[src/design/ecwd_pkg.sv]
// ----------------------------------------------------------------------------
// ecwd_pkg
// Shared word type codes and the command record passed from the front end
// to the back end of the event camera word decoder.
// ----------------------------------------------------------------------------
package ecwd_pkg;

	localparam logic [3:0] TYPE_ROW   = 4'h0;
	localparam logic [3:0] TYPE_COL   = 4'h2;
	localparam logic [3:0] TYPE_VBASE = 4'h3;
	localparam logic [3:0] TYPE_V12   = 4'h4;
	localparam logic [3:0] TYPE_V8    = 4'h5;
	localparam logic [3:0] TYPE_TLOW  = 4'h6;
	localparam logic [3:0] TYPE_THIGH = 4'h8;
	localparam logic [3:0] TYPE_TRIG  = 4'hA;

	localparam int MASK_W = 12;

	typedef struct packed {
		logic              kind;
		logic [31:0]       time_res;
		logic [15:0]       base;
		logic [10:0]       row;
		logic              polarity;
		logic [3:0]        trig_chan;
		logic [MASK_W-1:0] mask;
	} cmd_t;

	typedef struct packed {
		logic full;
		logic empty;
	} q_stat_t;

endpackage

[src/design/event_camera_word_decoder.sv]
// ----------------------------------------------------------------------------
// event_camera_word_decoder
// Decodes a stream of 16-bit event camera words into pixel and trigger events.
//
// Input channel word_valid/word_ready carries one stream word per transaction.
// Output channel res_valid/res_ready carries one event per transaction; last
// marks the final event caused by one word. Words that cause no event
// (row, time, vector base, unknown types) produce no output transaction.
// An accepted word passes through the command queue, the current command
// register of the back end and the output register before its first event
// shows. Words causing at most one event are taken one per cycle while
// res_ready stays high. A vector word gives one event per set bit. The
// front end keeps accepting words while the QUEUE_DEPTH-entry command queue
// has room and drops word_ready when it is full. When the receiver stalls,
// the output register holds its event and the back end, then the queue,
// then the input fill up in turn. Reset clears all decoder state (time, row,
// vector group) and empties the queue and the output register.
// ----------------------------------------------------------------------------
module event_camera_word_decoder import ecwd_pkg::*; #(
	parameter int QUEUE_DEPTH = 2
) (
	input  logic        clk,
	input  logic        arst_n,
	input  logic        word_valid,
	output logic        word_ready,
	input  logic [15:0] word,
	output logic        res_valid,
	input  logic        res_ready,
	output logic        kind,
	output logic [31:0] time_res,
	output logic [15:0] column,
	output logic [10:0] row,
	output logic        polarity,
	output logic [3:0]  trig_chan,
	output logic        last
);

	cmd_t    push_cmd;
	cmd_t    head;
	q_stat_t q_stat;
	logic    push;
	logic    pop;
	logic    busy;

	ecwd_front u_front (
		.clk        (clk),
		.arst_n     (arst_n),
		.word_valid (word_valid),
		.word_ready (word_ready),
		.word       (word),
		.q_stat     (q_stat),
		.push       (push),
		.cmd        (push_cmd)
	);

	ecwd_fifo #(
		.DEPTH (QUEUE_DEPTH)
	) u_fifo (
		.clk      (clk),
		.arst_n   (arst_n),
		.push     (push),
		.push_cmd (push_cmd),
		.pop      (pop),
		.head     (head),
		.stat     (q_stat)
	);

	ecwd_back u_back (
		.clk       (clk),
		.arst_n    (arst_n),
		.head      (head),
		.q_stat    (q_stat),
		.pop       (pop),
		.busy      (busy),
		.res_valid (res_valid),
		.res_ready (res_ready),
		.kind      (kind),
		.time_res  (time_res),
		.column    (column),
		.row       (row),
		.polarity  (polarity),
		.trig_chan (trig_chan),
		.last      (last)
	);

	a_trig_fields: assert property (@(posedge clk) disable iff (!arst_n)
		(res_valid && kind) |-> (row == '0 && column == '0 && last))
		else $error("trigger transaction carries pixel fields");

	a_pix_tid: assert property (@(posedge clk) disable iff (!arst_n)
		(res_valid && !kind) |-> (trig_chan == '0))
		else $error("pixel transaction carries a trigger channel");

	a_full_busy: assert property (@(posedge clk) disable iff (!arst_n)
		q_stat.full |-> busy)
		else $error("command queue full while back end is idle");

	a_no_bad_pop: assert property (@(posedge clk) disable iff (!arst_n)
		pop |-> !q_stat.empty)
		else $error("pop from empty command queue");

endmodule

[src/design/ecwd_front.sv]
// ----------------------------------------------------------------------------
// ecwd_front
// Accepts stream words, keeps the time, row and vector group state, and
// turns every word that produces events into one command.
// ----------------------------------------------------------------------------
module ecwd_front import ecwd_pkg::*; (
	input  logic        clk,
	input  logic        arst_n,
	input  logic        word_valid,
	output logic        word_ready,
	input  logic [15:0] word,
	input  q_stat_t     q_stat,
	output logic        push,
	output cmd_t        cmd
);

	typedef enum logic [2:0] {
		PH_IDLE = 3'b001,
		PH_ONE  = 3'b010,
		PH_TWO  = 3'b100
	} phase_t;

	phase_t      phase_q, phase_d;
	logic [7:0]  wrap_q, wrap_d;
	logic [11:0] thigh_q, thigh_d;
	logic [31:0] time_q, time_d;
	logic [10:0] row_q, row_d;
	logic [15:0] base_q, base_d;
	logic        vpol_q, vpol_d;

	logic [3:0]  typ;
	logic [11:0] data;
	logic        cont;
	logic        acc;
	logic        push_c;
	logic [15:0] base_cl;
	phase_t      phase_cl;

	assign word_ready = !q_stat.full;
	assign acc        = word_valid && word_ready;
	assign typ        = word[15:12];
	assign data       = word[11:0];
	assign push       = acc && push_c;

	always_comb begin
		cont = ((typ == TYPE_V12) && (phase_q == PH_ONE)) ||
		       ((typ == TYPE_V8) && (phase_q == PH_TWO));
		if ((phase_q != PH_IDLE) && !cont) begin
			base_cl  = base_q + 16'd32;
			phase_cl = PH_IDLE;
		end else begin
			base_cl  = base_q;
			phase_cl = phase_q;
		end

		phase_d = phase_cl;
		base_d  = base_cl;
		wrap_d  = wrap_q;
		thigh_d = thigh_q;
		time_d  = time_q;
		row_d   = row_q;
		vpol_d  = vpol_q;
		push_c  = 1'b0;

		cmd.kind      = 1'b0;
		cmd.time_res  = time_q;
		cmd.base      = '0;
		cmd.row       = row_q;
		cmd.polarity  = 1'b0;
		cmd.trig_chan = '0;
		cmd.mask      = '0;

		unique case (typ)
			TYPE_ROW: begin
				row_d = data[10:0];
			end
			TYPE_COL: begin
				cmd.base     = {5'd0, data[10:0]};
				cmd.polarity = data[11];
				cmd.mask     = MASK_W'(1);
				push_c       = 1'b1;
			end
			TYPE_VBASE: begin
				base_d = {5'd0, data[10:0]};
				vpol_d = data[11];
			end
			TYPE_V12: begin
				if (phase_q == PH_ONE) begin
					cmd.base = base_q + 16'd12;
					phase_d  = PH_TWO;
				end else begin
					cmd.base = base_cl;
					phase_d  = PH_ONE;
				end
				cmd.polarity = vpol_q;
				cmd.mask     = data;
				push_c       = |data;
			end
			TYPE_V8: begin
				if (phase_q == PH_TWO) begin
					cmd.base     = base_q + 16'd24;
					cmd.polarity = vpol_q;
					cmd.mask     = {4'd0, data[7:0]};
					push_c       = |data[7:0];
					base_d       = base_q + 16'd32;
					phase_d      = PH_IDLE;
				end
			end
			TYPE_TLOW: begin
				time_d = {wrap_q, thigh_q, data};
			end
			TYPE_THIGH: begin
				if (data < thigh_q) begin
					wrap_d = wrap_q + 8'd1;
				end
				thigh_d = data;
			end
			TYPE_TRIG: begin
				cmd.kind      = 1'b1;
				cmd.row       = '0;
				cmd.polarity  = data[0];
				cmd.trig_chan = data[11:8];
				cmd.mask      = MASK_W'(1);
				push_c        = 1'b1;
			end
			default: begin
			end
		endcase
	end

	always_ff @(posedge clk or negedge arst_n) begin
		if (!arst_n) begin
			phase_q <= PH_IDLE;
			wrap_q  <= '0;
			thigh_q <= '0;
			time_q  <= '0;
			row_q   <= '0;
			base_q  <= '0;
			vpol_q  <= 1'b0;
		end else if (acc) begin
			phase_q <= phase_d;
			wrap_q  <= wrap_d;
			thigh_q <= thigh_d;
			time_q  <= time_d;
			row_q   <= row_d;
			base_q  <= base_d;
			vpol_q  <= vpol_d;
		end
	end

endmodule

[src/design/ecwd_fifo.sv]
// ----------------------------------------------------------------------------
// ecwd_fifo
// Short command queue that decouples the front end from the back end.
// ----------------------------------------------------------------------------
module ecwd_fifo import ecwd_pkg::*; #(
	parameter int DEPTH = 2
) (
	input  logic    clk,
	input  logic    arst_n,
	input  logic    push,
	input  cmd_t    push_cmd,
	input  logic    pop,
	output cmd_t    head,
	output q_stat_t stat
);

	localparam int PTR_W = $clog2(DEPTH);
	localparam int CNT_W = $clog2(DEPTH + 1);

	cmd_t             mem_q [DEPTH];
	logic [PTR_W-1:0] wr_ptr_q;
	logic [PTR_W-1:0] rd_ptr_q;
	logic [CNT_W-1:0] cnt_q;

	assign head       = mem_q[rd_ptr_q];
	assign stat.full  = (cnt_q == CNT_W'(DEPTH));
	assign stat.empty = (cnt_q == '0);

	always_ff @(posedge clk) begin
		if (push) begin
			mem_q[wr_ptr_q] <= push_cmd;
		end
	end

	always_ff @(posedge clk or negedge arst_n) begin
		if (!arst_n) begin
			wr_ptr_q <= '0;
			rd_ptr_q <= '0;
			cnt_q    <= '0;
		end else begin
			if (push) begin
				wr_ptr_q <= (wr_ptr_q == PTR_W'(DEPTH - 1)) ? '0 : wr_ptr_q + 1'b1;
			end
			if (pop) begin
				rd_ptr_q <= (rd_ptr_q == PTR_W'(DEPTH - 1)) ? '0 : rd_ptr_q + 1'b1;
			end
			if (push && !pop) begin
				cnt_q <= cnt_q + 1'b1;
			end else if (pop && !push) begin
				cnt_q <= cnt_q - 1'b1;
			end
		end
	end

endmodule

[src/design/ecwd_back.sv]
// ----------------------------------------------------------------------------
// ecwd_back
// Expands one command into result transactions, one per set mask bit in
// ascending order, through a registered output stage.
// ----------------------------------------------------------------------------
module ecwd_back import ecwd_pkg::*; (
	input  logic        clk,
	input  logic        arst_n,
	input  cmd_t        head,
	input  q_stat_t     q_stat,
	output logic        pop,
	output logic        busy,
	output logic        res_valid,
	input  logic        res_ready,
	output logic        kind,
	output logic [31:0] time_res,
	output logic [15:0] column,
	output logic [10:0] row,
	output logic        polarity,
	output logic [3:0]  trig_chan,
	output logic        last
);

	cmd_t              cur_q;
	logic              cur_valid_q;
	logic [MASK_W-1:0] mask_q;
	logic              res_valid_q;

	logic [MASK_W-1:0] lsb;
	logic [MASK_W-1:0] rest;
	logic [3:0]        idx;
	logic              adv;
	logic              done;

	always_comb begin
		lsb  = mask_q & (~mask_q + 1'b1);
		rest = mask_q & (mask_q - 1'b1);
		idx  = '0;
		for (int i = 0; i < MASK_W; i++) begin
			if (lsb[i]) begin
				idx = idx | 4'(i);
			end
		end
	end

	assign adv       = cur_valid_q && (!res_valid_q || res_ready);
	assign done      = adv && (rest == '0);
	assign pop       = !q_stat.empty && (!cur_valid_q || done);
	assign busy      = cur_valid_q;
	assign res_valid = res_valid_q;

	always_ff @(posedge clk or negedge arst_n) begin
		if (!arst_n) begin
			cur_valid_q <= 1'b0;
			res_valid_q <= 1'b0;
		end else begin
			if (pop) begin
				cur_valid_q <= 1'b1;
			end else if (done) begin
				cur_valid_q <= 1'b0;
			end
			if (adv) begin
				res_valid_q <= 1'b1;
			end else if (res_ready) begin
				res_valid_q <= 1'b0;
			end
		end
	end

	always_ff @(posedge clk) begin
		if (pop) begin
			cur_q  <= head;
			mask_q <= head.mask;
		end else if (adv) begin
			mask_q <= rest;
		end
		if (adv) begin
			kind      <= cur_q.kind;
			time_res  <= cur_q.time_res;
			column    <= cur_q.base + {12'd0, idx};
			row       <= cur_q.row;
			polarity  <= cur_q.polarity;
			trig_chan <= cur_q.trig_chan;
			last      <= (rest == '0);
		end
	end

endmodule

[config.mk]
export PLATFORM = sky130hd
export DESIGN_NAME = event_camera_word_decoder
export DESIGN_NICKNAME = d
export VERILOG_FILES = /design/src/design/ecwd_pkg.sv /design/src/design/event_camera_word_decoder.sv /design/src/design/ecwd_front.sv /design/src/design/ecwd_fifo.sv /design/src/design/ecwd_back.sv
export SDC_FILE = /design/constraint.sdc
export NUM_CORES = 1
export LEC_CHECK = 0
export BUFFER_PORTS_ARGS = -buffer_cell sky130_fd_sc_hd__buf_2
export CORE_ASPECT_RATIO = 1.75
export CORE_MARGIN = 2
export CORE_UTILIZATION = 42
export CTS_CLUSTER_DIAMETER = 30
export CTS_CLUSTER_SIZE = 8
export DETAILED_ROUTE_END_ITERATION = 8
export SLEW_MARGIN = 40
export SYNTH_ARGS = -nofsm -noshare
export SYNTH_HDL_FRONTEND = slang
export SYNTH_SLANG_ARGS = --single-unit
[constraint.sdc]
create_clock -name clk -period 15.6 [get_ports clk]
set_input_delay 2.34 -clock clk [delete_from_list [all_inputs] [get_ports clk]]
set_output_delay 2.34 -clock clk [all_outputs]
set_load 0.01 [all_outputs]
Yosys cells after proc, flatten, opt, wreduce, memory -nomap -nowiden
Memory sizes are Yosys's and may differ from the RTL's.
Cells that the tools add are included.
- register bits: 232
- memory bits (writable): 154
- output and inout port bits: 68
- word-level logic and storage cells: 130
- memories kept: 1
- memories (memory ; depth ; bits a word ; rd ports ; clocked after Yosys merged registers in ; write ports ; line ; source):
    u_fifo.mem_q ; 2 ; 77 ; 1 ; 0 ; 1 ; ecwd_fifo.sv:20 ; cmd_t mem_q [DEPTH];
- add/subtract/negate cells: 11
- order comparisons: 1
- equal/unequal tests: 11
- mux-type cells: 42
- bitwise operators: 3
- reduce and logical (&&, ||, !) cells: 35
- operators with widths (cell ; number):
    $mux W16 ; 4
    $pmux W16 S3 ; 1
    $pmux W12 S3 ; 1
    $pmux W16 S2 ; 1
    $and A12 B12 Y12 ; 2
    $mux W12 ; 2
    $mux W3 ; 7
    $mux W4 ; 5
    $add A16 B4 Y16 ; 1
    $add A16 B4 Y16 const B ; 1
    $add A16 B5 Y16 const B ; 1
    $add A16 B6 Y16 const B ; 1
    $add A12 B1 Y12 const B ; 1
    $eq A4 B3 Y1 const B ; 3
    $logic_not A12 Y1 ; 1
    $lt A12 B12 Y1 ; 1
    $mux W1 ; 12
    $not A12 Y12 ; 1
    $reduce_or A12 Y1 ; 1
    $sub A12 B1 Y12 const B ; 1
    $mux W11 ; 1
    $logic_and A1 B1 Y1 ; 10
    $add A8 B1 Y8 const B ; 1
    $eq A4 B2 Y1 const B ; 2
    other kinds (22) ; 41

Depth between registers and ports, before layout
- depth after elaboration: 15
- gate-level depth with buffers: 15
- mapped depth without buffers: 14

Modules after synthesis
A second synthesis with hierarchy kept.
- cells, all modules: 1033
- area, all modules: 16126.7 µm²
- modules (own cells, without submodules) (module ; instances ; cells each ; area an instance (µm²)):
    ecwd_fifo ; 1 ; 256 ; 5823.1
    ecwd_back ; 1 ; 271 ; 5195.0
    ecwd_front ; 1 ; 506 ; 5108.6

Worst setup path before layout
No wires, ideal clock.
- kind: in2reg
- start: input word[13]
- end: memory u_fifo.mem_q[0][0] in the netlist's numbering, enable pin
- data arrival time: 8.448 ns
- required time: 14.993 ns
- slack: 6.545 ns
- stages: 6
- cell sequence: clkbuf_1 > nor3b_1 > clkbuf_1 > o21a_1 > a21oi_1 > nor3_1
- longest elaborated chain between the ends: 6
- elaborated cells between the ends (all ways): 9
- those cells by class: 4 x eq/ne; 3 x mux; 2 x reduce/logical
- RTL lines (item ; line ; source):
    start, declared ; event_camera_word_decoder.sv:26 ; input logic [15:0] word,
    $eq A4 B2 Y1 or $eq A4 B4 Y1 (tied branches) ; ecwd_front.sv:73 ; unique case (typ)
    $reduce_or A2 Y1 (no line) ; n/a ;
    $pmux W1 S3 * ; ecwd_front.sv:73 ;
    $logic_and A1 B1 Y1 * ; ecwd_front.sv:43 ; assign push = acc && push_c;
    $mux W1 * ; ecwd_fifo.sv:30 ; if (push) begin
    $mux W1 (implied by the code) * ; ecwd_fifo.sv:31 ; mem_q[wr_ptr_q] <= push_cmd;
    end, declared ; ecwd_fifo.sv:20 ;
Every way passes the cells marked *; elsewhere a longest branch is shown, timed or not.

Final worst setup path
- start: input word[13]
- end: memory u_fifo.mem_q[1][73] in the netlist's numbering, enable pin
- longest elaborated chain between the ends: 6
- elaborated cells between the ends (all ways): 9
- those cells by class: 4 x eq/ne; 3 x mux; 2 x reduce/logical
- RTL lines (item ; line ; source):
    $eq A4 B2 Y1 or $eq A4 B4 Y1 (tied branches) ; ecwd_front.sv:73 ;
    $reduce_or A2 Y1 (no line) ; n/a ;
    $pmux W1 S3 * ; ecwd_front.sv:73 ;
    $logic_and A1 B1 Y1 * ; ecwd_front.sv:43 ;
    named net push ; event_camera_word_decoder.sv:41 ; logic push;
    $mux W1 * ; ecwd_fifo.sv:30 ;
    $mux W1 (implied by the code) * ; ecwd_fifo.sv:31 ;
The timed path passes the listed nets; every way through them passes the cells marked *.

==> flow_metrics.tcl <==
set metrics [dict create \
    status "finished, final reports clean" \
    criticalPathCategory "in -> reg" \
    max_slew_margin 0.464 \
    row_count 93 \
    ioPinCount 88 \
    wl_per_cell_microns 18.8 \
    drc 0 \
    async_reset_ff_frac 0.231 \
    overflow 0 \
    synth_cell_types 65 \
    nNetsFinal 1190 \
    final.period_utilization 0.284 \
    grt_usage 0.165 \
    dpl-instance-area_sq_um 16800 \
    antenna_found_initial 0 \
    drtIter0Drc 421 \
    utilization 0.505 \
    syn_avg_cell_area_sq_um 15.3 \
    power_per_cell_area_nw_per_um2 156 \
    cts_resized 0 \
    cts_sinks 386 \
    clk_path_buf_depth 3 \
    setup_viol 0 \
    slew_viol_final 0 \
    dp.cells 1559 \
    worst_setup_path_end_kind "register" \
    vias 8760 \
    required_ns 15.87 \
    grt_max_degree 78 \
    total_power_mw 2.91 \
    tightest_slew_ns 0.804 \
    initial_core_util 0.427 \
    finalCriticalPeriod_ns 4.43 \
    syn_to_final_growth_pct 18.2 \
    die_h_microns 260 \
    timing.final.hold_violations 0 \
    critical_path.max_fanout 22 \
    slowest_delay_ns 0.41 \
    grt_pass1_vias 8896 \
    cp_cell_sequence "buf_2 -> nor3b_1 -> buf_4 -> o21a_1 -> a21oi_1 -> nor2_1 -> and2_4 -> buf_16 -> buf_16 -> buf_16" \
    met2_usage 0.298 \
    use_met1 0.190 \
    die_area_sq_um 39100 \
    use_met3 0.0260 \
    cp_slowest_cell "and2_4" \
    arrival_ns 4.71 \
    ant_nets 0 \
    die_w_microns 150 \
    timing.fmax_mhz 226 \
    cts_setup_buffers 0 \
    leakage_nw 7.05 \
    wirelength_mm 31.5 \
    synth-seq-area-share 0.708 \
    drive_gt1_frac 0.258 \
    skew_ns 0.0134 \
    synth_edf_count 297 \
    clock_latency_ns 0.57 \
    syn_area_sq_um 15700 \
    yosysWarningCount 0 \
    tritoncts "done" \
    hpwl_mm 20.2 \
    tritoncts.num_buffers 60 \
    ys_ff_latch 386 \
    gp_congestion 0.895 \
    core_region_area_sq_um 36900 \
    hp-class "reg -> reg" \
    path_clk_slew_ns 0.05 \
    busiest_layer "met2" \
    synth_ff_type "edfxtp_1" \
    hold_buffers 0 \
    syn_nets 1073 \
    rsz0062_at_grt "false" \
    first_pass_iters 5 \
    syn_inst 1030 \
    cts_htree_levels 2 \
    final_area_sq_um 18600 \
    cap_violations 0 \
    diodes 0 \
    start_kind "input pin" \
    viasPerCell 5.24 \
    tns_ns 0 \
    cts_root_buf "clkbuf_16" \
    vdd_drop_max_mv 0.0857 \
    cpMostUsedCell "buf_16" \
    io_buffers 87 \
    grt_pass1_wl_mm 49.3 \
    fin_cells 1671 \
]
==> critical path, delay by kind of cell <==
family | cells | cell delay (ns)
and+or+nand+nor | 3 | 0.89
AOI/OAI and AO/OA | 2 | 0.52
buffers and inverters | 5 | 0.93
==> logic make-up (layout without fill, tap and decap cells) <==
group,after synthesis,after routing,synth area share
flip-flops,386,386,0.708
AND/OR/NAND/NOR,214,214,0.0709
AO/OA/AOI/OAI,148,148,0.0603
multiplexers,137,137,0.0965
buffers and inverters,74,240,0.0185
XOR/XNOR,47,47,0.0266
adder cells (fa/ha/maj),24,24,0.0194
==> metrics by stage <==
stage                     hold WS (ns)  setup WS (ns)
after floorplan                  0.400           6.54
after global placement           0.402          10.62
after detailed placement         0.405          10.60
after CTS                        0.415          11.20
after global routing             0.416          10.98
final                            0.414          11.17
==> where the power goes <==
group / switching [mW] / internal (mW) / total, mW
clock network: 0.431 / 0.766 / 1.20
logic: 0.204 / 0.166 / 0.369
registers: 0.0865 / 1.25 / 1.34
==> state kept, by name (all words and copies together) (netlist names), 11 cells and up <==
name	cells
u_back.column	16
u_back.time_res	32
u_back.mask_q	12
u_front.row_q	11
u_back.cur_q	65
u_front.base_q	16
u_front.thigh_q	12
u_front.time_q	32
u_back.row	11
u_fifo.mem_q	154
==> cell type report <==
cell class | count | area, sq um
Clock buffer | 96 | 1690
Inverter | 29 | 109
Fill cell | 3118 | 18300
Tap cell | 475 | 594
Sequential cell | 386 | 11200
Multi-Input combinational cell | 570 | 4320
Clock inverter | 15 | 140
Timing Repair Buffer | 100 | 607
==> path summary, 6_finish.rpt <==
check	from	end	slack, ns	depth (start not counted)
setup / recovery	word[13]	u_fifo.mem_q[1][73]	11.17	10
hold / removal	u_back.cur_q[65]	u_back.time_res[21]	0.41	0
setup reg to reg	u_back.mask_q[1]	u_back.column[9]	11.52	10
hold reg to reg	u_back.cur_q[65]	u_back.time_res[21]	0.41	0
max in group asynchronous	arst_n	u_fifo.rd_ptr_q	12.92	2
min in group asynchronous	arst_n	u_front.time_q[27]	1.71	1
==> cell usage after synthesis, types with 14 or more instances <==
cell type / n / area share
xnor2_1: 29 / 0.016
mux2_2: 119 / 0.085
nor2_1: 45 / 0.011
nor2b_1: 22 / 0.0087
a21oi_1: 37 / 0.012
nand3_1: 14 / 0.0044
inv_1: 29 / 0.0069
o21ai_0: 45 / 0.014
mux2i_1: 18 / 0.011
nand2_1: 47 / 0.011
and2_1: 22 / 0.0087
clkbuf_1: 41 / 0.0098
xor2_1: 17 / 0.0095
ha_1: 22 / 0.017
edfxtp_1: 297 / 0.57
dfrtp_1: 88 / 0.14
==> layer usage <==
metal / wire length [microns] / up-vias
met3: 1450 / 76
met2: 16800 / 237
met4: 1140 / 0
met1: 12100 / 4347
met5: 0 / -
li1: - / 4100
==> layout by cell type, fill, tap and decap left out, types with 8 or more instances in the layout <==
cell,instances
a21o_1,8
dfrtp_1,87
nor2_1,45
nand4_1,13
nor2b_1,22
xnor2_1,29
inv_1,29
and3_1,13
nand3_1,14
ha_1,22
mux2_2,119
clkbuf_1,33
o22ai_1,11
and2_1,20
buf_4,8
clkbuf_16,62
mux2i_1,18
o21ai_0,44
xor2_1,17
edfxtp_1,297
a21oi_1,37
buf_2,86
nand2_1,47
Note: power is estimated with default switching activity, not from simulation.
